--- config.mk ---
export PLATFORM = sky130hd
export DESIGN_NAME = echo_aware_gate_controller_core
export DESIGN_NICKNAME = d
export VERILOG_FILES = /design/src/rtl/core/egc_pkg.sv /design/src/rtl/core/egc_front.sv /design/src/rtl/core/egc_queue.sv /design/src/rtl/core/egc_back.sv /design/src/rtl/core/echo_aware_gate_controller_core.sv
export SDC_FILE = /design/constraint.sdc
export NUM_CORES = 2
export LEC_CHECK = 0
export BUFFER_PORTS_ARGS = -buffer_cell sky130_fd_sc_hd__buf_2
export CAP_MARGIN = 30
export CORE_ASPECT_RATIO = 0.9
export CORE_UTILIZATION = 45
export CTS_BUF_LIST = sky130_fd_sc_hd__clkbuf_2
export DETAILED_ROUTE_END_ITERATION = 8
export GPL_ROUTABILITY_DRIVEN = 0
export PLACE_DENSITY_LB_ADDON = 0.3
export SLEW_MARGIN = 20
export SYNTH_ARGS = -nofsm -noshare
export SYNTH_HDL_FRONTEND = slang
export SYNTH_SLANG_ARGS = --single-unit
--- constraint.sdc ---
create_clock -name clk -period 21.7 [get_ports clk]
set_input_delay 4.34 -clock clk [delete_from_list [all_inputs] [get_ports clk]]
set_output_delay 4.34 -clock clk [all_outputs]
set_load 0.01 [all_outputs]
--- src/rtl/core/egc_pkg.sv ---
// shared types and constants of the echo-aware gate controller
package egc_pkg;

  localparam int FRAME_SAMPLES = 480;

  localparam logic [15:0] GATE_ONE        = 16'd32768;
  localparam logic [15:0] OPEN_LEVEL      = 16'd16384;
  localparam logic [15:0] REPLENISH_BELOW = 16'd9831;
  localparam logic [39:0] E_MAX           = 40'hFF_FFFF_FFFF;
  localparam logic [9:0]  COUNT_MAX       = 10'd1023;

  // register indexes of the configuration port
  localparam logic [2:0] REG_THRESHOLD = 3'd0;
  localparam logic [2:0] REG_HANGOVER  = 3'd1;
  localparam logic [2:0] REG_RATIO_LO  = 3'd2;
  localparam logic [2:0] REG_RATIO_HI  = 3'd3;
  localparam logic [2:0] REG_ATTACK    = 3'd4;
  localparam logic [2:0] REG_DECAY     = 3'd5;
  localparam logic [2:0] REG_BUDGET    = 3'd6;
  localparam logic [2:0] REG_REPLENISH = 3'd7;

  typedef struct packed {
    logic [30:0] threshold;
    logic [7:0]  hangover_frames;
    logic [15:0] ratio_low;
    logic [15:0] ratio_high;
    logic [15:0] attack_coef;
    logic [15:0] decay_coef;
    logic [7:0]  budget_frames;
    logic [7:0]  replenish_step;
  } cfg_t;

  // one finished capture frame handed from front to back
  typedef struct packed {
    logic        window;
    logic [39:0] pre_energy;
    logic [39:0] post_energy;
  } frame_t;

  // square of a signed 16-bit sample
  function automatic logic [30:0] sq16(input logic signed [15:0] v);
    logic signed [31:0] p;
    p = v * v;
    return p[30:0];
  endfunction

  function automatic logic [39:0] sat_add(input logic [39:0] a, input logic [30:0] b);
    logic [40:0] s;
    s = {1'b0, a} + {10'd0, b};
    return s[40] ? E_MAX : s[39:0];
  endfunction

endpackage

--- src/rtl/core/egc_front.sv ---
// front end: per-sample energy sums, render activity and hangover window
module egc_front (
  input  logic                clk,
  input  logic                rst,
  input  egc_pkg::cfg_t       cfg,
  input  logic                accept,
  input  logic                cmd,
  input  logic signed [15:0]  first_sample,
  input  logic signed [15:0]  second_sample,
  input  logic                frame_last,
  output logic                q_push,
  output egc_pkg::frame_t     q_data
);
  import egc_pkg::*;

  logic [39:0] render_energy, pre_energy, post_energy;
  logic [9:0]  render_count;
  logic [7:0]  hangover_left;

  logic [39:0] render_sum, pre_sum, post_sum, active_level;
  logic [9:0]  count_inc;
  logic        render_active;

  always_comb begin
    render_sum    = sat_add(render_energy, sq16(first_sample));
    pre_sum       = sat_add(pre_energy, sq16(first_sample));
    post_sum      = sat_add(post_energy, sq16(second_sample));
    count_inc     = (render_count < COUNT_MAX) ? render_count + 10'd1 : render_count;
    active_level  = {9'd0, cfg.threshold} * 40'(FRAME_SAMPLES);
    render_active = (count_inc == 10'(FRAME_SAMPLES)) && (render_sum > active_level);
  end

  assign q_push = accept && cmd && frame_last;
  assign q_data = '{window: (hangover_left != 8'd0), pre_energy: pre_sum,
                    post_energy: post_sum};

  always_ff @(posedge clk) begin
    if (rst) begin
      render_energy <= '0;
      render_count  <= '0;
      pre_energy    <= '0;
      post_energy   <= '0;
      hangover_left <= '0;
    end else if (accept) begin
      if (!cmd) begin
        if (frame_last) begin
          if (render_active) hangover_left <= cfg.hangover_frames;
          render_energy <= '0;
          render_count  <= '0;
        end else begin
          render_energy <= render_sum;
          render_count  <= count_inc;
        end
      end else if (frame_last) begin
        pre_energy  <= '0;
        post_energy <= '0;
        if (hangover_left != 8'd0) hangover_left <= hangover_left - 8'd1;
      end else begin
        pre_energy  <= pre_sum;
        post_energy <= post_sum;
      end
    end
  end

endmodule

--- src/rtl/core/egc_queue.sv ---
// two-entry frame queue between front and back
module egc_queue (
  input  logic             clk,
  input  logic             rst,
  input  logic             wr,
  input  egc_pkg::frame_t  wr_data,
  output logic             is_full,
  input  logic             rd,
  output egc_pkg::frame_t  rd_data,
  output logic             is_empty
);
  import egc_pkg::*;

  frame_t     slots [2];
  logic       wr_ptr, rd_ptr;
  logic [1:0] count;

  assign is_full  = (count == 2'd2);
  assign is_empty = (count == 2'd0);
  assign rd_data  = slots[rd_ptr];

  always_ff @(posedge clk) begin
    if (wr) slots[wr_ptr] <= wr_data;
    if (rst) begin
      wr_ptr <= 1'b0;
      rd_ptr <= 1'b0;
      count  <= 2'd0;
    end else begin
      if (wr) wr_ptr <= ~wr_ptr;
      if (rd) rd_ptr <= ~rd_ptr;
      case ({wr, rd})
        2'b10:   count <= count + 2'd1;
        2'b01:   count <= count - 2'd1;
        default: count <= count;
      endcase
    end
  end

endmodule

--- src/rtl/core/egc_back.sv ---
// back end: energy ratio, root, target mapping, budget and gate smoothing
module egc_back (
  input  logic             clk,
  input  logic             rst,
  input  egc_pkg::cfg_t    cfg,
  input  logic             q_empty,
  input  egc_pkg::frame_t  q_data,
  output logic             q_pop,
  input  logic             pop,
  output logic             empty,
  output logic [15:0]      gate,
  output logic             echo_window,
  output logic [7:0]       budget_left,
  output logic             forced_shut
);
  import egc_pkg::*;

  typedef enum logic [3:0] {
    S_IDLE, S_DIV, S_ROOT, S_RAIL, S_SCALE, S_BUDGET, S_MUL, S_UPD, S_OUT
  } state_t;

  state_t      state;
  logic [39:0] pre;
  logic [40:0] rem;
  logic [31:0] quo;
  logic [4:0]  cnt;
  logic [15:0] root;
  logic [16:0] ratio;
  logic [16:0] srem;
  logic [15:0] den;
  logic [14:0] squo;
  logic [15:0] target;
  logic [15:0] smoothed_gate;
  logic [7:0]  budget_count;
  logic        window, forced;
  logic [31:0] prod;
  logic        rising;
  logic        out_valid;
  logic        out_load;

  logic [40:0] rem2;
  logic [15:0] trial;
  logic [31:0] trial_sq;
  logic [16:0] srem2;
  logic [8:0]  bud_sum;
  logic [7:0]  bud_a, bud_b;
  logic [15:0] k, d;
  logic [16:0] step;

  always_comb begin
    rem2     = {rem[39:0], 1'b0};
    trial    = root | (16'd1 << cnt[3:0]);
    trial_sq = trial * trial;
    srem2    = {srem[15:0], 1'b0};
    bud_sum  = {1'b0, budget_count} + {1'b0, cfg.replenish_step};
    if (target < REPLENISH_BELOW)
      bud_a = (bud_sum < {1'b0, cfg.budget_frames}) ? bud_sum[7:0] : cfg.budget_frames;
    else
      bud_a = budget_count;
    bud_b = (smoothed_gate > OPEN_LEVEL && bud_a != 8'd0) ? bud_a - 8'd1 : bud_a;
    k     = (target > smoothed_gate) ? cfg.attack_coef : cfg.decay_coef;
    d     = (target >= smoothed_gate) ? target - smoothed_gate : smoothed_gate - target;
    step  = 17'((33'(prod) + 33'd32768) >> 16);
  end

  assign q_pop    = (state == S_IDLE) && !q_empty;
  assign empty    = !out_valid;
  // result register takes a new frame when it is free or being popped
  assign out_load = (state == S_OUT) && (!out_valid || pop);

  always_ff @(posedge clk) begin
    if (rst) begin
      state         <= S_IDLE;
      smoothed_gate <= GATE_ONE;
      // default budget ceiling
      budget_count  <= 8'd60;
      out_valid     <= 1'b0;
    end else begin
      if (out_load) out_valid <= 1'b1;
      else if (pop && out_valid) out_valid <= 1'b0;
      unique case (state)
        S_IDLE: begin
          if (!q_empty) begin
            window <= q_data.window;
            forced <= 1'b0;
            target <= GATE_ONE;
            pre    <= q_data.pre_energy;
            rem    <= {1'b0, q_data.post_energy};
            quo    <= '0;
            cnt    <= '0;
            if (!q_data.window) begin
              budget_count <= cfg.budget_frames;
              state        <= S_MUL;
            end else if (q_data.pre_energy == 40'd0) begin
              state <= S_BUDGET;
            end else if (q_data.post_energy >= q_data.pre_energy) begin
              ratio <= 17'd65536;
              state <= S_RAIL;
            end else begin
              state <= S_DIV;
            end
          end
        end
        S_DIV: begin
          if (rem2 >= {1'b0, pre}) begin
            rem <= rem2 - {1'b0, pre};
            quo <= {quo[30:0], 1'b1};
          end else begin
            rem <= rem2;
            quo <= {quo[30:0], 1'b0};
          end
          if (cnt == 5'd31) begin
            root  <= '0;
            cnt   <= 5'd15;
            state <= S_ROOT;
          end else begin
            cnt <= cnt + 5'd1;
          end
        end
        S_ROOT: begin
          // cnt runs 15 down to 0 here (low four bits hold the bit position)
          if (trial_sq <= quo) root <= trial;
          cnt <= cnt - 5'd1;
          if (cnt[3:0] == 4'd0) state <= S_RAIL;
        end
        S_RAIL: begin
          if (cnt == 5'd31) ratio <= {1'b0, root};
          if (cnt == 5'd31) begin
            cnt <= '0;
          end else if (ratio <= {1'b0, cfg.ratio_low}) begin
            target <= '0;
            state  <= S_BUDGET;
          end else if (ratio >= {1'b0, cfg.ratio_high}) begin
            target <= GATE_ONE;
            state  <= S_BUDGET;
          end else begin
            srem  <= ratio - {1'b0, cfg.ratio_low};
            den   <= cfg.ratio_high - cfg.ratio_low;
            squo  <= '0;
            cnt   <= '0;
            state <= S_SCALE;
          end
        end
        S_SCALE: begin
          if (srem2 >= {1'b0, den}) begin
            srem <= srem2 - {1'b0, den};
            squo <= {squo[13:0], 1'b1};
          end else begin
            srem <= srem2;
            squo <= {squo[13:0], 1'b0};
          end
          cnt <= cnt + 5'd1;
          if (cnt == 5'd14) state <= S_BUDGET;
        end
        S_BUDGET: begin
          if (cnt == 5'd15) target <= {1'b0, squo};
          if (cnt == 5'd15) begin
            cnt <= '0;
          end else begin
            budget_count <= bud_b;
            if (bud_b == 8'd0) begin
              target <= '0;
              forced <= 1'b1;
            end
            state <= S_MUL;
          end
        end
        S_MUL: begin
          prod   <= k * d;
          rising <= (target >= smoothed_gate);
          state  <= S_UPD;
        end
        S_UPD: begin
          smoothed_gate <= rising ? smoothed_gate + step[15:0] : smoothed_gate - step[15:0];
          state         <= S_OUT;
        end
        S_OUT: begin
          if (out_load) begin
            gate        <= smoothed_gate;
            echo_window <= window;
            budget_left <= budget_count;
            forced_shut <= forced;
            state       <= S_IDLE;
          end
        end
        default: state <= S_IDLE;
      endcase
    end
  end

endmodule

--- src/rtl/core/echo_aware_gate_controller_core.sv ---
// top level of the echo-aware gate controller
// throughput: one sample transfer per cycle while the frame queue has room
// with the back end idle, a capture frame end outside the echo window goes straight
//   to the one-pole update, and inside it passes at most a 32-step energy divide,
//   16-step root, 15-step target scale, then budget and one-pole update
// the back end works one frame end at a time; two more frame ends may wait
// rst is synchronous and active high; it restores the register defaults
module echo_aware_gate_controller_core (
  input  logic               clk,
  input  logic               rst,
  input  logic               cfg_we,
  input  logic [2:0]         cfg_index,
  input  logic [30:0]        cfg_data,
  input  logic               push,
  output logic               full,
  input  logic               cmd,
  input  logic signed [15:0] first_sample,
  input  logic signed [15:0] second_sample,
  input  logic               frame_last,
  output logic               empty,
  input  logic               pop,
  output logic [15:0]        gate,
  output logic               echo_window,
  output logic [7:0]         budget_left,
  output logic               forced_shut
);
  import egc_pkg::*;

  cfg_t   cfg;
  logic   accept;
  logic   q_push, q_pop, q_full, q_empty;
  frame_t q_in, q_out;

  // configuration registers
  always_ff @(posedge clk) begin
    if (rst) begin
      cfg.threshold       <= 31'd10722;
      cfg.hangover_frames <= 8'd30;
      cfg.ratio_low       <= 16'd3277;
      cfg.ratio_high      <= 16'd16384;
      cfg.attack_coef     <= 16'd32768;
      cfg.decay_coef      <= 16'd19661;
      cfg.budget_frames   <= 8'd60;
      cfg.replenish_step  <= 8'd2;
    end else if (cfg_we) begin
      unique case (cfg_index)
        REG_THRESHOLD: cfg.threshold       <= cfg_data;
        REG_HANGOVER:  cfg.hangover_frames <= cfg_data[7:0];
        REG_RATIO_LO:  cfg.ratio_low       <= cfg_data[15:0];
        REG_RATIO_HI:  cfg.ratio_high      <= cfg_data[15:0];
        REG_ATTACK:    cfg.attack_coef     <= cfg_data[15:0];
        REG_DECAY:     cfg.decay_coef      <= cfg_data[15:0];
        REG_BUDGET:    cfg.budget_frames   <= cfg_data[7:0];
        REG_REPLENISH: cfg.replenish_step  <= cfg_data[7:0];
        default:       cfg.threshold       <= cfg.threshold;
      endcase
    end
  end

  // input transfers stall only when the frame queue is full
  assign full   = q_full;
  assign accept = push && !full;

  egc_front u_front (
    .clk, .rst, .cfg, .accept, .cmd, .first_sample, .second_sample, .frame_last,
    .q_push, .q_data(q_in)
  );

  egc_queue u_queue (
    .clk, .rst, .wr(q_push), .wr_data(q_in), .is_full(q_full),
    .rd(q_pop), .rd_data(q_out), .is_empty(q_empty)
  );

  // result register inside the back end decouples it from the consumer
  egc_back u_back (
    .clk, .rst, .cfg, .q_empty, .q_data(q_out), .q_pop,
    .pop, .empty, .gate, .echo_window, .budget_left, .forced_shut
  );

endmodule

==> impl_summary.txt <==
----------------------------------------------------
[Critical path]
  Reg2Reg Setup Slack ... 11.42 ns
  Worst Reg2Reg Path Length in Cells ... 37
  Crit end category ... flop
  Crit path largest cell delay ... 0.72 ns
  Crit Path Max Fanout ... 21
  Crit Reg-Reg Endpoint ... u_back.root[14]$_SDFFCE_PN0P_
  Data required time at the worst endpoint ... 23.06 ns
  Arrival time at the worst endpoint ... 15.86 ns
  Worst reg2reg path startpoint ... u_back.cnt[0]$_DFFE_PP_
  Path type of the worst setup path ... in2reg
  Startpoint type of the worst setup path ... input pin
  Crit path max-delay cell type ... sky130_fd_sc_hd__o41ai_1

[Worst hold path]
  Class of the tightest hold or removal check ... reg2reg
  Cell count of the worst hold path ... 0
  Hold Crit Endpoint ... u_back.forced_shut$_DFFE_PP_
  Hold_sp ... u_back.forced$_DFFE_PP_

[Clocking]
  Worst-path clk slew ... 0.10 ns
  H-tree levels ... 4
  Hold bufs inserted after CTS ... 0
  Root buffer cell ... sky130_fd_sc_hd__clkbuf_2
  Max Buffers Root-to-Sink ... 3
  Post-cts repair resize count ... 0
  CTS buffer count ... 188
  Clock latency on the worst-skew pair ... 1.53 ns
  Total setup buffers inserted after CTS ... 0
  Clock tree from TritonCTS ... built
  Num Clock Sinks ... 712

[Timing]
  Transition time at the pin with the least slew margin ... 1.06 ns
  Max Clock Skew ... 0.136 ns
  Final setup violation count ... 0
  Final hold viol count ... 0
  Peak Freq ... 69.0 MHz
  Number of slew-limit violations in the final report ... 0
  Fin crit share ... 66.8%
  Remaining max-slew budget at the tightest pin ... 28.5%
  Setup repair after global routing missed its margin ... no
  Time the worst path needs with I/O delays and setup ... 14.50 ns
  Final TNS setup ... 0 ns

[Detailed routing]
  Total number of vias ... 59300
  Number of DRC markers after the initial detailed-route iteration ... 4138
  Vias per inst ... 5.42
  Detailed-route wire length ... 199 mm
  Pre-Repair DR Iteration Count ... 8
  Antenna viol nets, final ... 0
  DRC violations left ... 0
  Per-cell routed wire length ... 18.2 µm

[Global routing]
  Wire length of the first global-routing pass ... 322 mm
  Sum of overflow across all layers after global routing ... 0
  Pin count of the biggest net entering global routing ... 79
  Initial antenna violation count ... 4
  Total global-route track usage ... 23.0%
  Number of global-route vias before repair ... 60500

[Finish]
  Fraction of final layout cells with drive strength greater than 1 ... 7.24%
  Count of fill cells added during filler insertion ... 16100
  Synthesis-to-layout area growth ... 6.37%
  Area occupied by multi-input gates ... 53200 µm²
  Post-route design area ... 82600 µm²
  Final Net Count ... 10200
  Area of all sequential standard cells ... 18500 µm²

[Synth]
  Multiplexer share of the synthesized area ... 2.17%
  Synth Warn # ... 0
  Post-synthesis adder-cell area fraction ... 35.4%
  Post-synthesis cell type with the largest combined area ... sky130_fd_sc_hd__fa_1
  Simple-Gate Fraction of Synth Area ... 13.7%
  Dominant combinational cell family by area after synthesis ... adder cells
  Net count after synthesis ... 10100
  Number of flops mapped to enable cells by yosys ... 421
  Number of instances in the synthesized netlist ... 8404
  Synthesized area per cell ... 9.24 µm²
  Portion of the post-synthesis area used by sequential elements ... 23.8%
  Top FF cell, synth ... sky130_fd_sc_hd__edfxtp_1
  Post-synthesis async set-or-reset flop share ... 0%
  Synth top area cells ... sky130_fd_sc_hd__fa_1, sky130_fd_sc_hd__edfxtp_1, sky130_fd_sc_hd__ha_1
  Synth Area in XOR/XNOR ... 4.05%
  Area share of the leading cell type in the synthesized netlist ... 22.9%
  Combined area of all synthesized cells ... 77700 µm²
  Compound-gate portion of the synthesized area ... 13.0%
  Number of distinct library cells after synthesis ... 94
  Post-synthesis sequential element count ... 712

[Place]
  Detail Placement HPWL ... 158 mm
  Count of buffers from port buffering ... 100
  Placed Instance Area ... 80700 µm²

[Floorplanning]
  Die area ... 174000 µm²
  Num ports ... 101
  Placeable core region ... 171000 µm²
  Starting density of the core ... 45.3%
  Die boundary width ... 440 µm
  Die boundary height ... 396 µm
  Number of standard-cell rows in the floorplan ... 144

[Run]
  Max_cap viols ... 0

[Run status]
  Outcome ... finished clean

----------------------------------------------------
[per-layer routing]
metal / vias to the layer above / share of wire (%) / global-route usage, %
li1: 28300 / - / -
met1: 29100 / 44 / 30.5
met2: 1577 / 48 / 38.7
met3: 322 / 5.0 / 3.19
met4: 0 / 2.8 / 7.39
met5: - / 0 / 0
[synthesized netlist by cell type, drive strengths merged, types with 13 or more instances]
library cell  instances
a211oi               59
a21boi               25
a21o                208
a21oi               491
a22o                 73
a22oi                23
a31o                 17
a31oi                49
a32o                 19
and2                140
and3                 69
and4                 13
buf                  26
clkbuf              249
dfxtp               291
edfxtp              421
fa                  888
ha                  775
inv                1350
mux2                 65
mux2i                95
nand2               858
nand2b               96
nand3               144
nand4                62
nor2                621
nor2b                82
nor3                116
nor4                 28
o211ai               43
o21a                 66
o21ai               265
o21bai               42
o22ai                19
o31ai                20
o41ai                14
or2                  22
or3                  33
xnor2               244
xor2                115
[logic make-up after synthesis]
| family | count (synthesis) |
|---|---|
| muxes | 160 |
| adders and majority gates | 1663 |
| AOI/OAI and AO/OA | 1554 |
| buffers and inverters | 1629 |
| and+or+nand+nor | 2327 |
| DFF | 712 |
| xor gates and xnor gates | 359 |
[critical path: cells and delay by family]
family,cells,cell delay [ns]
fa+ha+maj,9,3.62
buf+inv,7,1.08
compound gates,21,5.35
simple gates,7,1.41
[sequential cells by signal, summed over array words and instances (netlist names), 10 cells and up, named ones only]
signal                 cells
cfg                      119
u_back.srem               16
u_front.pre_energy        40
u_queue.slots            162
u_back.prod               17
u_back.ratio              17
u_back.rem                40
u_front.render_count      10
u_back.den                16
u_front.post_energy       40
u_back.squo               15
u_back.target             16
u_back.root               16
u_back.smoothed_gate      16
u_back.pre                40
u_front.render_energy     40
u_back.quo                32
u_back.gate               16
[through the flow]
step                util [%]  hold WS, ns  setup slack, ns  instances
global placement        47.1        0.425             5.84      10600
global route            48.2        0.461             6.66      10900
finish                  48.2        0.443             7.20      10900
floorplan                  -        0.400             7.10       8404
detailed placement      47.1        0.420             5.93      10600
CTS                     48.2        0.446             7.54      10900
[cells in the final DEF (no fill, tap or decap), drive strengths merged, types with 208 or more instances in the layout]
master / count
edfxtp: 421
xnor2: 244
inv: 1357
a21o: 208
fa: 888
dfxtp: 291
nand2: 858
o21ai: 265
nor2: 621
a21oi: 491
ha: 775
clkbuf: 266
[final cells by class]
| class | instances | share of cell area, % |
|---|---|---|
| Multi-Input combinational cell | 6063 | 64.4 |
| Sequential cell | 712 | 22.4 |
| Inverter | 1354 | 6.15 |
| Tap cell | 2263 | 3.43 |
| Clock buffer | 265 | 1.61 |
| Timing Repair Buffer | 179 | 1.33 |
| Clock inverter | 88 | 0.663 |
| Antenna cell | 11 | 0.0333 |
[how the worst max path moves through the flow]
stage / startpoint / end / slack (ns) / cells past startpoint
global placement: first_sample[5] / u_front.hangover_left[3]$_SDFFE_PP0P_ / 5.84 / 45
finish: first_sample[5] / u_front.hangover_left[2]$_SDFFE_PP0P_ / 7.20 / 44
detailed placement: first_sample[5] / u_front.hangover_left[2]$_SDFFE_PP0P_ / 5.93 / 44
floorplan: first_sample[4] / u_front.hangover_left[2]$_SDFFE_PP0P_ / 7.10 / 43
global route: first_sample[5] / u_front.hangover_left[7]$_SDFFE_PP0P_ / 6.66 / 44
CTS: first_sample[5] / u_front.hangover_left[2]$_SDFFE_PP0P_ / 7.54 / 44
Power is not shown: default switching activity piles up to over one toggle a cycle in this logic, so the estimate is an artifact.
